File: config.mk
export PLATFORM = sky130hd
export DESIGN_NAME = differential_drive_odometry
export DESIGN_NICKNAME = d
export VERILOG_FILES = /design/src/rtl/ddo_pkg.sv /design/src/rtl/ddo_ctrl.sv /design/src/rtl/ddo_datapath.sv /design/src/rtl/differential_drive_odometry.sv
export VERILOG_INCLUDE_DIRS = /design/src /design/src/rtl
export SDC_FILE = /design/constraint.sdc
export NUM_CORES = 2
export LEC_CHECK = 0
export ABC_AREA = 1
export CAP_MARGIN = 30
export CORE_MARGIN = 2
export CORE_UTILIZATION = 50
export DETAILED_ROUTE_END_ITERATION = 8
export DONT_BUFFER_PORTS = 1
export GPL_TIMING_DRIVEN = 1
export MAX_ROUTING_LAYER = met4
export PLACE_DENSITY = 0.64
export SYNTH_ARGS = -nofsm -noshare
export SYNTH_HDL_FRONTEND = slang
export SYNTH_SLANG_ARGS = --single-unit
File: constraint.sdc
create_clock -name clk_i -period 20.6 [get_ports clk_i]
set_clock_uncertainty 0.2 [all_clocks]
set_input_delay 4.12 -clock clk_i [delete_from_list [all_inputs] [get_ports clk_i]]
set_output_delay 4.12 -clock clk_i [all_outputs]
set_load 0.005 [all_outputs]
File: src/rtl/differential_drive_odometry_assert.svh
// Assertion macros shared by the odometry RTL.
// Without SYNTHESIS they expand to concurrent assertions, otherwise to nothing.
`ifndef DIFFERENTIAL_DRIVE_ODOMETRY_ASSERT_SVH
`define DIFFERENTIAL_DRIVE_ODOMETRY_ASSERT_SVH

`ifndef SYNTHESIS

// Same-cycle implication.
`define DDO_ASSERT_IMP(lbl, clk, rstn, ante, cons) \
  lbl: assert property (@(posedge clk) disable iff (!(rstn)) (ante) |-> (cons)) \
    else $error("odometry assertion failed");

// Next-cycle implication.
`define DDO_ASSERT_NXT(lbl, clk, rstn, ante, cons) \
  lbl: assert property (@(posedge clk) disable iff (!(rstn)) (ante) |=> (cons)) \
    else $error("odometry assertion failed");

`else

`define DDO_ASSERT_IMP(lbl, clk, rstn, ante, cons)
`define DDO_ASSERT_NXT(lbl, clk, rstn, ante, cons)

`endif

`endif

File: src/rtl/ddo_pkg.sv
package ddo_pkg;

  localparam int StepBits    = 24;
  localparam int CordicSteps = 16;
  localparam int SumBits     = StepBits + 1;
  localparam int IdxBits     = $clog2(CordicSteps);

  // Shared multiplier: signed A by signed B, one product per cycle.
  localparam int MulABits  = 34;
  localparam int MulBBits  = 17;
  localparam int ProdBits  = MulABits + MulBBits;
  localparam int AccBits   = 66;
  localparam int DeltaBits = 34;
  localparam int OutBits   = 192;

  localparam logic [31:0] GainQ30      = 32'd652032874;
  localparam logic [31:0] DistReset    = 32'd764222;
  localparam logic [31:0] TurnReset    = 32'd419420;
  localparam logic [9:0]  RateReset    = 10'd10;

  localparam logic [31:0] AtanTab [32] = '{
    32'd536870912, 32'd316933406, 32'd167458907, 32'd85004756, 32'd42667331,
    32'd21354465, 32'd10679838, 32'd5340245, 32'd2670163, 32'd1335087,
    32'd667544, 32'd333772, 32'd166886, 32'd83443, 32'd41722, 32'd20861,
    32'd10430, 32'd5215, 32'd2608, 32'd1304, 32'd652, 32'd326, 32'd163,
    32'd81, 32'd41, 32'd20, 32'd10, 32'd5, 32'd3, 32'd1, 32'd1, 32'd0
  };

  typedef enum logic [1:0] {
    CmdLeft,
    CmdRight,
    CmdTick
  } cmd_e;

  typedef enum logic [1:0] {
    RegDist,
    RegTurn,
    RegRate
  } reg_e;

  typedef enum logic [1:0] {
    Quad0,
    Quad90,
    Quad180,
    Quad270
  } quad_e;

  typedef enum logic [4:0] {
    StIdle,
    StTravLo,
    StTravHi,
    StTurnLo,
    StTurnHi,
    StTurnAdd,
    StAngle,
    StCordic,
    StTrig,
    StDxLo,
    StDxHi,
    StDyLo,
    StDyHi,
    StDyAdd,
    StVx,
    StVy,
    StLoad
  } state_e;

  typedef enum logic [2:0] {
    MulASum,
    MulADiff,
    MulATravel,
    MulADx,
    MulADy,
    MulADts
  } mula_e;

  typedef enum logic [3:0] {
    MulBDistLo,
    MulBDistHi,
    MulBTurnLo,
    MulBTurnHi,
    MulBCosLo,
    MulBCosHi,
    MulBSinLo,
    MulBSinHi,
    MulBRate
  } mulb_e;

  typedef enum logic [1:0] {
    AccHold,
    AccLoad,
    AccAddHi
  } acc_e;

  typedef struct packed {
    logic [31:0] dist_step;
    logic [31:0] turn;
    logic [9:0]  rate;
  } cfg_t;

  typedef struct packed {
    logic  step_left;
    logic  step_right;
    logic  tick_snap;
    logic  mul_en;
    mula_e mul_a;
    mulb_e mul_b;
    acc_e  acc_op;
    logic  travel_cap;
    logic  angle_start;
    logic  cordic_step;
    logic  trig_cap;
    logic  dx_cap;
    logic  dy_cap;
    logic  vx_cap;
    logic  vt_cap;
    logic  pose_x_upd;
    logic  pose_y_upd;
    logic  out_load;
  } ctl_t;

  typedef struct packed {
    logic cordic_last;
    logic out_free;
  } sts_t;

  function automatic logic signed [31:0] sat32(input logic signed [AccBits-1:0] v);
    logic all_zero;
    logic all_one;
    all_zero = ~|v[AccBits-1:31];
    all_one  = &v[AccBits-1:31];
    if (all_zero || all_one) begin
      return v[31:0];
    end
    return v[AccBits-1] ? 32'sh8000_0000 : 32'sh7FFF_FFFF;
  endfunction

  // Saturating add of a small signed step to a wheel count.
  function automatic logic signed [StepBits-1:0] step_add(
    input logic signed [StepBits-1:0] cnt,
    input logic signed [1:0]          way
  );
    logic signed [SumBits-1:0] v;
    logic signed [SumBits-1:0] hi;
    logic signed [SumBits-1:0] lo;
    hi = SumBits'({1'b0, {(StepBits-1){1'b1}}});
    lo = -hi - SumBits'(1);
    v  = SumBits'(cnt) + SumBits'(way);
    if (v > hi) begin
      return hi[StepBits-1:0];
    end
    if (v < lo) begin
      return lo[StepBits-1:0];
    end
    return v[StepBits-1:0];
  endfunction

endpackage

File: src/rtl/ddo_ctrl.sv
module ddo_ctrl import ddo_pkg::*; (
  input  logic       clk_i,
  input  logic       rst_ni,
  input  logic       in_valid_i,
  input  logic [1:0] in_cmd_i,
  output logic       in_ready_o,
  input  sts_t       sts_i,
  output ctl_t       ctl_o
);

  state_e state_q, state_d;

  always_ff @(posedge clk_i or negedge rst_ni) begin
    if (!rst_ni) begin
      state_q <= StIdle;
    end else begin
      state_q <= state_d;
    end
  end

  always_comb begin
    state_d    = state_q;
    ctl_o      = '0;
    in_ready_o = 1'b0;
    unique case (state_q)
      StIdle: begin
        in_ready_o = 1'b1;
        if (in_valid_i) begin
          case (in_cmd_i)
            CmdLeft:  ctl_o.step_left  = 1'b1;
            CmdRight: ctl_o.step_right = 1'b1;
            CmdTick: begin
              ctl_o.tick_snap = 1'b1;
              state_d         = StTravLo;
            end
            default: ;
          endcase
        end
      end
      StTravLo: begin
        ctl_o.mul_en = 1'b1;
        ctl_o.mul_a  = MulASum;
        ctl_o.mul_b  = MulBDistLo;
        state_d      = StTravHi;
      end
      StTravHi: begin
        ctl_o.acc_op = AccLoad;
        ctl_o.mul_en = 1'b1;
        ctl_o.mul_a  = MulASum;
        ctl_o.mul_b  = MulBDistHi;
        state_d      = StTurnLo;
      end
      StTurnLo: begin
        ctl_o.acc_op = AccAddHi;
        ctl_o.mul_en = 1'b1;
        ctl_o.mul_a  = MulADiff;
        ctl_o.mul_b  = MulBTurnLo;
        state_d      = StTurnHi;
      end
      StTurnHi: begin
        ctl_o.travel_cap = 1'b1;
        ctl_o.acc_op     = AccLoad;
        ctl_o.mul_en     = 1'b1;
        ctl_o.mul_a      = MulADiff;
        ctl_o.mul_b      = MulBTurnHi;
        state_d          = StTurnAdd;
      end
      StTurnAdd: begin
        ctl_o.acc_op = AccAddHi;
        state_d      = StAngle;
      end
      StAngle: begin
        ctl_o.angle_start = 1'b1;
        state_d           = StCordic;
      end
      StCordic: begin
        ctl_o.cordic_step = 1'b1;
        if (sts_i.cordic_last) begin
          state_d = StTrig;
        end
      end
      StTrig: begin
        ctl_o.trig_cap = 1'b1;
        state_d        = StDxLo;
      end
      StDxLo: begin
        ctl_o.mul_en = 1'b1;
        ctl_o.mul_a  = MulATravel;
        ctl_o.mul_b  = MulBCosLo;
        state_d      = StDxHi;
      end
      StDxHi: begin
        ctl_o.acc_op = AccLoad;
        ctl_o.mul_en = 1'b1;
        ctl_o.mul_a  = MulATravel;
        ctl_o.mul_b  = MulBCosHi;
        state_d      = StDyLo;
      end
      StDyLo: begin
        ctl_o.acc_op = AccAddHi;
        ctl_o.mul_en = 1'b1;
        ctl_o.mul_a  = MulATravel;
        ctl_o.mul_b  = MulBSinLo;
        state_d      = StDyHi;
      end
      StDyHi: begin
        ctl_o.dx_cap = 1'b1;
        ctl_o.acc_op = AccLoad;
        ctl_o.mul_en = 1'b1;
        ctl_o.mul_a  = MulATravel;
        ctl_o.mul_b  = MulBSinHi;
        state_d      = StDyAdd;
      end
      StDyAdd: begin
        ctl_o.acc_op = AccAddHi;
        ctl_o.mul_en = 1'b1;
        ctl_o.mul_a  = MulADx;
        ctl_o.mul_b  = MulBRate;
        state_d      = StVx;
      end
      StVx: begin
        ctl_o.dy_cap     = 1'b1;
        ctl_o.vx_cap     = 1'b1;
        ctl_o.pose_x_upd = 1'b1;
        ctl_o.mul_en     = 1'b1;
        ctl_o.mul_a      = MulADts;
        ctl_o.mul_b      = MulBRate;
        state_d          = StVy;
      end
      StVy: begin
        ctl_o.vt_cap     = 1'b1;
        ctl_o.pose_y_upd = 1'b1;
        ctl_o.mul_en     = 1'b1;
        ctl_o.mul_a      = MulADy;
        ctl_o.mul_b      = MulBRate;
        state_d          = StLoad;
      end
      StLoad: begin
        // The product register holds the last speed until the output frees up.
        if (sts_i.out_free) begin
          ctl_o.out_load = 1'b1;
          state_d        = StIdle;
        end
      end
      default: state_d = StIdle;
    endcase
  end

endmodule

File: src/rtl/ddo_datapath.sv
module ddo_datapath import ddo_pkg::*; (
  input  logic                clk_i,
  input  logic                rst_ni,
  input  ctl_t                ctl_i,
  output sts_t                sts_o,
  input  cfg_t                cfg_i,
  input  logic signed [1:0]   way_i,
  output logic                out_valid_o,
  input  logic                out_ready_i,
  output logic [OutBits-1:0]  out_data_o
);

  logic signed [StepBits-1:0]  left_q, left_d;
  logic signed [StepBits-1:0]  right_q, right_d;
  logic signed [SumBits-1:0]   sum_q, diff_q;
  logic signed [MulABits-1:0]  mul_a;
  logic signed [MulBBits-1:0]  mul_b;
  logic signed [ProdBits-1:0]  prod_q;
  logic signed [AccBits-1:0]   acc_q, acc_d;
  logic signed [AccBits-1:0]   prod_ext;
  logic signed [31:0]          travel_q;
  logic [31:0]                 dth_q;
  logic [31:0]                 mid;
  logic signed [31:0]          x_q, y_q, z_q;
  logic signed [31:0]          atan;
  quad_e                       quad_q;
  logic [IdxBits-1:0]          cnt_q;
  logic signed [31:0]          cos_d, sin_d, cos_q, sin_q;
  logic signed [DeltaBits-1:0] dx_q, dy_q;
  logic signed [31:0]          vx_q, vt_q, v_now;
  logic signed [31:0]          pose_x_q, pose_y_q;
  logic [31:0]                 head_q;
  logic                        out_valid_q;
  logic [OutBits-1:0]          out_data_q;

  // Wheel step counters.
  always_comb begin
    left_d  = left_q;
    right_d = right_q;
    if (ctl_i.tick_snap) begin
      left_d  = '0;
      right_d = '0;
    end else begin
      if (ctl_i.step_left) begin
        left_d = step_add(left_q, way_i);
      end
      if (ctl_i.step_right) begin
        right_d = step_add(right_q, way_i);
      end
    end
  end

  // Operand selection for the shared multiplier.
  always_comb begin
    case (ctl_i.mul_a)
      MulASum:    mul_a = MulABits'(sum_q);
      MulADiff:   mul_a = MulABits'(diff_q);
      MulATravel: mul_a = MulABits'(travel_q);
      MulADx:     mul_a = MulABits'(dx_q);
      MulADy:     mul_a = MulABits'(dy_q);
      MulADts:    mul_a = MulABits'($signed(dth_q));
      default:    mul_a = '0;
    endcase
    case (ctl_i.mul_b)
      MulBDistLo: mul_b = $signed(MulBBits'(cfg_i.dist_step[15:0]));
      MulBDistHi: mul_b = $signed(MulBBits'(cfg_i.dist_step[31:16]));
      MulBTurnLo: mul_b = $signed(MulBBits'(cfg_i.turn[15:0]));
      MulBTurnHi: mul_b = $signed(MulBBits'(cfg_i.turn[31:16]));
      MulBCosLo:  mul_b = $signed(MulBBits'(cos_q[15:0]));
      MulBCosHi:  mul_b = MulBBits'($signed(cos_q[31:16]));
      MulBSinLo:  mul_b = $signed(MulBBits'(sin_q[15:0]));
      MulBSinHi:  mul_b = MulBBits'($signed(sin_q[31:16]));
      MulBRate:   mul_b = $signed(MulBBits'(cfg_i.rate));
      default:    mul_b = '0;
    endcase
  end

  // Wide products are built as low half plus high half shifted by 16.
  assign prod_ext = AccBits'(prod_q);

  always_comb begin
    case (ctl_i.acc_op)
      AccLoad:  acc_d = prod_ext;
      AccAddHi: acc_d = acc_q + (prod_ext <<< 16);
      default:  acc_d = acc_q;
    endcase
  end

  assign v_now = sat32(prod_ext);

  // The mid-step heading is the old heading plus half the turn.
  assign mid  = head_q + {acc_q[31], acc_q[31:1]};
  assign atan = $signed(AtanTab[5'(cnt_q)]);

  always_comb begin
    case (quad_q)
      Quad0: begin
        cos_d = x_q;
        sin_d = y_q;
      end
      Quad90: begin
        cos_d = -y_q;
        sin_d = x_q;
      end
      Quad180: begin
        cos_d = -x_q;
        sin_d = -y_q;
      end
      default: begin
        cos_d = y_q;
        sin_d = -x_q;
      end
    endcase
  end

  always_ff @(posedge clk_i or negedge rst_ni) begin
    if (!rst_ni) begin
      left_q      <= '0;
      right_q     <= '0;
      pose_x_q    <= '0;
      pose_y_q    <= '0;
      head_q      <= '0;
      cnt_q       <= '0;
      out_valid_q <= 1'b0;
    end else begin
      left_q  <= left_d;
      right_q <= right_d;
      if (ctl_i.pose_x_upd) begin
        pose_x_q <= sat32(AccBits'(pose_x_q) + AccBits'(dx_q));
      end
      if (ctl_i.pose_y_upd) begin
        pose_y_q <= sat32(AccBits'(pose_y_q) + AccBits'(dy_q));
        head_q   <= head_q + dth_q;
      end
      if (ctl_i.angle_start) begin
        cnt_q <= '0;
      end else if (ctl_i.cordic_step) begin
        cnt_q <= cnt_q + IdxBits'(1);
      end
      if (ctl_i.out_load) begin
        out_valid_q <= 1'b1;
      end else if (out_ready_i) begin
        out_valid_q <= 1'b0;
      end
    end
  end

  always_ff @(posedge clk_i) begin
    if (ctl_i.tick_snap) begin
      sum_q  <= SumBits'(left_q) + SumBits'(right_q);
      diff_q <= SumBits'(right_q) - SumBits'(left_q);
    end
    if (ctl_i.mul_en) begin
      prod_q <= mul_a * mul_b;
    end
    acc_q <= acc_d;
    if (ctl_i.travel_cap) begin
      travel_q <= sat32(acc_q >>> 17);
    end
    if (ctl_i.angle_start) begin
      dth_q  <= acc_q[31:0];
      quad_q <= quad_e'(mid[31:30]);
      x_q    <= $signed(GainQ30);
      y_q    <= '0;
      z_q    <= $signed({2'b00, mid[29:0]});
    end else if (ctl_i.cordic_step) begin
      if (!z_q[31]) begin
        x_q <= x_q - (y_q >>> cnt_q);
        y_q <= y_q + (x_q >>> cnt_q);
        z_q <= z_q - atan;
      end else begin
        x_q <= x_q + (y_q >>> cnt_q);
        y_q <= y_q - (x_q >>> cnt_q);
        z_q <= z_q + atan;
      end
    end
    if (ctl_i.trig_cap) begin
      cos_q <= cos_d;
      sin_q <= sin_d;
    end
    if (ctl_i.dx_cap) begin
      dx_q <= $signed(acc_q[63:30]);
    end
    if (ctl_i.dy_cap) begin
      dy_q <= $signed(acc_q[63:30]);
    end
    if (ctl_i.vx_cap) begin
      vx_q <= v_now;
    end
    if (ctl_i.vt_cap) begin
      vt_q <= v_now;
    end
    if (ctl_i.out_load) begin
      out_data_q <= {vt_q, v_now, vx_q, head_q, pose_y_q, pose_x_q};
    end
  end

  assign sts_o.cordic_last = (cnt_q == IdxBits'(CordicSteps - 1));
  assign sts_o.out_free    = !out_valid_q || out_ready_i;
  assign out_valid_o       = out_valid_q;
  assign out_data_o        = out_data_q;

endmodule

File: src/rtl/differential_drive_odometry.sv
// Dead-reckoning odometry for a two-wheel robot.
// Input stream: tuser carries the command (left step, right step, sample tick),
// tdata carries the signed step direction. A wheel step keeps the controller
// idle and the input stays ready. A sample tick snapshots and clears both
// wheel counts and starts a pose update; the input is held off until it
// finishes. A tick forms the travel and turn products on the shared 34x17
// multiplier, runs one CORDIC rotation per cycle, then forms the position and
// speed products through the same multiplier. The result sits in an output
// register; when the receiver stalls it holds its value and the block waits
// only if a second tick completes meanwhile. Configuration sits on the APB
// port (dist_per_step at 0x0, turn_per_step_diff at 0x4, tick_rate at 0x8);
// the user must write it only while the block is idle; nothing enforces it.
// Reset clears the wheel counts and the pose and restores register defaults.
`include "differential_drive_odometry_assert.svh"

module differential_drive_odometry import ddo_pkg::*; (
  input  logic                clk_i,
  input  logic                rst_ni,
  input  logic                s_axis_tvalid,
  output logic                s_axis_tready,
  // tdata: [1:0] way, rest zero.
  input  logic [7:0]          s_axis_tdata,
  // tuser: [1:0] cmd.
  input  logic [1:0]          s_axis_tuser,
  output logic                m_axis_tvalid,
  input  logic                m_axis_tready,
  // tdata: [31:0] x_pos, [63:32] y_pos, [95:64] heading, [127:96] x_speed,
  // [159:128] y_speed, [191:160] turn_speed.
  output logic [OutBits-1:0]  m_axis_tdata,
  input  logic                psel,
  input  logic                penable,
  input  logic                pwrite,
  input  logic [3:0]          paddr,
  input  logic [31:0]         pwdata,
  output logic [31:0]         prdata,
  output logic                pready
);

  cfg_t cfg_q;
  ctl_t ctl;
  sts_t sts;
  logic in_txn;
  logic tick_txn;

  always_ff @(posedge clk_i or negedge rst_ni) begin
    if (!rst_ni) begin
      cfg_q.dist_step <= DistReset;
      cfg_q.turn      <= TurnReset;
      cfg_q.rate      <= RateReset;
    end else if (psel && penable && pwrite) begin
      unique case (reg_e'(paddr[3:2]))
        RegDist: cfg_q.dist_step <= pwdata;
        RegTurn: cfg_q.turn      <= pwdata;
        RegRate: cfg_q.rate      <= pwdata[9:0];
        default: ;
      endcase
    end
  end

  always_comb begin
    unique case (reg_e'(paddr[3:2]))
      RegDist: prdata = cfg_q.dist_step;
      RegTurn: prdata = cfg_q.turn;
      RegRate: prdata = 32'(cfg_q.rate);
      default: prdata = '0;
    endcase
  end

  assign pready = 1'b1;

  ddo_ctrl u_ctrl (
    .clk_i      (clk_i),
    .rst_ni     (rst_ni),
    .in_valid_i (s_axis_tvalid),
    .in_cmd_i   (s_axis_tuser),
    .in_ready_o (s_axis_tready),
    .sts_i      (sts),
    .ctl_o      (ctl)
  );

  ddo_datapath u_datapath (
    .clk_i       (clk_i),
    .rst_ni      (rst_ni),
    .ctl_i       (ctl),
    .sts_o       (sts),
    .cfg_i       (cfg_q),
    .way_i       ($signed(s_axis_tdata[1:0])),
    .out_valid_o (m_axis_tvalid),
    .out_ready_i (m_axis_tready),
    .out_data_o  (m_axis_tdata)
  );

  assign in_txn   = s_axis_tvalid && s_axis_tready;
  assign tick_txn = in_txn && (s_axis_tuser == CmdTick);

  // A tick transaction starts an update, so the input must close next cycle.
  `DDO_ASSERT_NXT(a_tick_closes_input, clk_i, rst_ni, tick_txn, !s_axis_tready)
  // Step and unused commands never leave the idle state.
  `DDO_ASSERT_NXT(a_step_keeps_ready, clk_i, rst_ni, in_txn && !tick_txn, s_axis_tready)
  // A new result is loaded only into a free output register.
  `DDO_ASSERT_IMP(a_load_when_free, clk_i, rst_ni, ctl.out_load, !m_axis_tvalid || m_axis_tready)

endmodule
==> results.tsv <==
stage	metric	value	unit
outcome	status	complete, no violations	
setup_path	Largest delay share family, worst path	compound AO/OA/AOI/OAI gates	
clocking	Reg clk slew, reported paths	0.06	ns
drt	total number of vias	71908	
drt	WL final	295000	um
timing	Slew Viols, Final	0	
drt	DRT Pass-1 Iters	7	
drt	wire per inst	23.5	um
yosys	Synth area leaders	edfxtp_1, fa_1, nand2_1, inv_1, ha_1	
placement	DP Wirelength	230000	um
setup_path	crit path max-delay cell type	o21ai_0	
layout	Area growth syn-to-layout	6.83	%
clocking	post-cts hold buffer count	0	
yosys	Post-synth EDFFs	650	
timing	Least-Margin Pin Slew	1.06	ns
setup_path	CP cell instances	nor2_1, clkinv_1, o21ai_0	
global_route	initial antenna violation count	10	
setup_path	Largest stage delay, worst path	0.79	ns
yosys	Unique masters post-synth	75	
global_route	Total Routing Usage GR	35.4	%
global_route	first-pass GRT wire length	441000	um
drt	Final ANT Viol Nets	0	
clocking	Num CTS Buffers	105	
global_route	grt ovf	0	
yosys	yosys warns	0	
yosys	dominant synthesized flop cell	edfxtp_1	
yosys	leading area contributor after synthesis	edfxtp_1	
clocking	root buffer cell	clkbuf_16	
setup_path	Crit path buffers/inverters	1	
placement	Placed Cells	12363	
drt	Starting DRT DRC Count	7436	
timing	minimum clock period	10.41	ns
timing	Slew HR	29.0	%
timing	Setup TNS	0	ns
drt	Via density	5.72	
clocking	CTS Buffer Depth	3	
die	Ports	280	
setup_path	CP Data Arrival Time	6.09	ns
job	Max-cap violations	0	
setup_path	WP data required	16.28	ns
setup_path	crit path launch type	input pin	
layout	proportion of layout cells with a drive suffix above 1	4.82	%
clocking	Setup Fix Bufs, Post-CTS	0	
clocking	clock sink count	944	
layout	nets	11385	
setup_path	crit path max fanout	28	
setup_path	CP Capture Type	output pin	
die	Die W	413	um
yosys	most frequent cell after synthesis	nand2_1	
timing	RSZ-0062 raised after global routing	no	
yosys	ys async rst share	24.2	%
placement	GP Congestion	1.01	
clocking	H-tree lvl count	3	
drt	DRC viols	0	
worst_hold_path	HP Class	flop to flop	
global_route	number of global-route vias before repair	70258	
global_route	pin count of the biggest net entering global routing	229	
yosys	Post-Syn Instances	10422	
layout	# fillers	15928	
die	Initial Utilization	50.2	%
yosys	syn avg cell area	8.03	um2
die	Die ar.	171000	um2
setup_path	CP Class	input pin to output pin	
timing	setup violators final	0	
yosys	post-synthesis net count	11537	
timing	FMAX	96.1	MHz
yosys	top cell types by occurrence after synthesis	nand2_1, inv_1, nor2_1	
layout	final cell count without fillers	12574	
yosys	Synth top area share	23.3	%
yosys	synthesized area	83600	um2
timing	Tcrit/Tclk final	50.5	%
die	DIE HEIGHT	413	um
clocking	post-CTS resize count	0	
yosys	post-synthesis sequential area ratio	31.8	%
clocking	CTS tree	yes	
clocking	Clk Latency, worst-skew pair	0.79	ns
die	core area	167000	um2
timing	final hold violation count	0	
placement	Buffers on Ports	0	
yosys	Seq cells post-synth	944	
die	row count	150	
==> registers in the layout, summed over array words and instances (netlist names), 32 cells and up <==
register,count
u_datapath.out_data_o,192
cfg_q,74
u_datapath.acc_q,66
u_datapath.prod_q,51
u_datapath.dx_q,34
u_datapath.dy_q,34
u_datapath.cos_q,32
u_datapath.dth_q,32
u_datapath.head_q,32
u_datapath.pose_x_q,32
u_datapath.pose_y_q,32
u_datapath.sin_q,32
u_datapath.travel_q,32
u_datapath.vt_q,32
u_datapath.vx_q,32
u_datapath.x_q,32
u_datapath.y_q,32
u_datapath.z_q,32
==> metal layers <==
metal | track usage (%) | routed length, um | part of all wire (%)
met5 | - | 0 | 0
met4 | 14.7 | 14200 | 4.8
met1 | 47.4 | 126000 | 43
met3 | 5.59 | 24800 | 8.4
met2 | 53.5 | 130000 | 44
==> stage by stage <==
step	utilization [%]	hold slack, ns	setup WS, ns	instance area, um2
6_report	53.6	0.214	10.19	89400
3_3_place_gp	51.3	0.202	10.15	85500
3_5_place_dp	51.4	0.205	10.18	85600
4_1_cts	53.6	0.212	10.17	89300
2_1_floorplan	-	0.200	7.57	83600
5_1_grt	53.6	0.221	10.10	89300
==> path summary, 6_finish.rpt <==
kind	depth (start not counted)	startpoint	endpoint	slack [ns]
max	3	paddr[2]	prdata[24]	10.19
min	0	u_datapath.vt_q[15]$_DFFE_PP_	u_datapath.out_data_o[175]$_DFFE_PP_	0.21
max reg2reg	35	u_ctrl.state_q[3]$_DFFE_PN0P_	u_datapath.prod_q[31]$_DFFE_PN_	10.55
min reg2reg	0	u_datapath.vt_q[15]$_DFFE_PP_	u_datapath.out_data_o[175]$_DFFE_PP_	0.21
max in group asynchronous	0	rst_ni	cfg_q[9]$_DFFE_PN0P_	16.60
min in group asynchronous	0	rst_ni	u_datapath.head_q[2]$_DFFE_PN0P_	2.83
==> cell families after synthesis <==
kind of cell / Yosys count / synth area share, %
fa+ha+maj: 1062 / 20.9
xor+xnor: 420 / 4.40
other cells: 1 / 0.00448
compound gates: 1808 / 12.8
buf+inv: 2175 / 10.2
simple gates: 4012 / 20.0
flops: 944 / 31.8
==> layout by cell type (no fill, tap or decap), types with 48 or more instances in the layout <==
cell and instances:
xor2_1 275, edfxtp_1 650, nand2_1 2476, o22ai_1 63
nand4_1 78, nand3_1 519, a21oi_1 603, fa_1 564
nor3_1 94, ha_1 497, xnor2_1 145, a31oi_1 88
clkbuf_16 107, nor4_1 48, dfrtp_1 200, inv_1 1775
nor2_1 642, buf_4 75, dfxtp_1 66, o21ai_0 617
==> layout make-up <==
type / count / area (um2) / area share [%]
repair buffers: 88 / 806 / 0.902
multi-input cells: 7303 / 48700 / 54.5
flip-flops and latches: 944 / 26600 / 29.7
well taps: 2204 / 2760 / 3.09
diodes: 7 / 17.5 / 0.0196
inverters: 1828 / 6860 / 7.68
clock inverters: 60 / 686 / 0.767
clock buffers: 140 / 2950 / 3.30
Power is not shown: default switching activity piles up to over one toggle a cycle in this logic, so the estimate is an artifact.
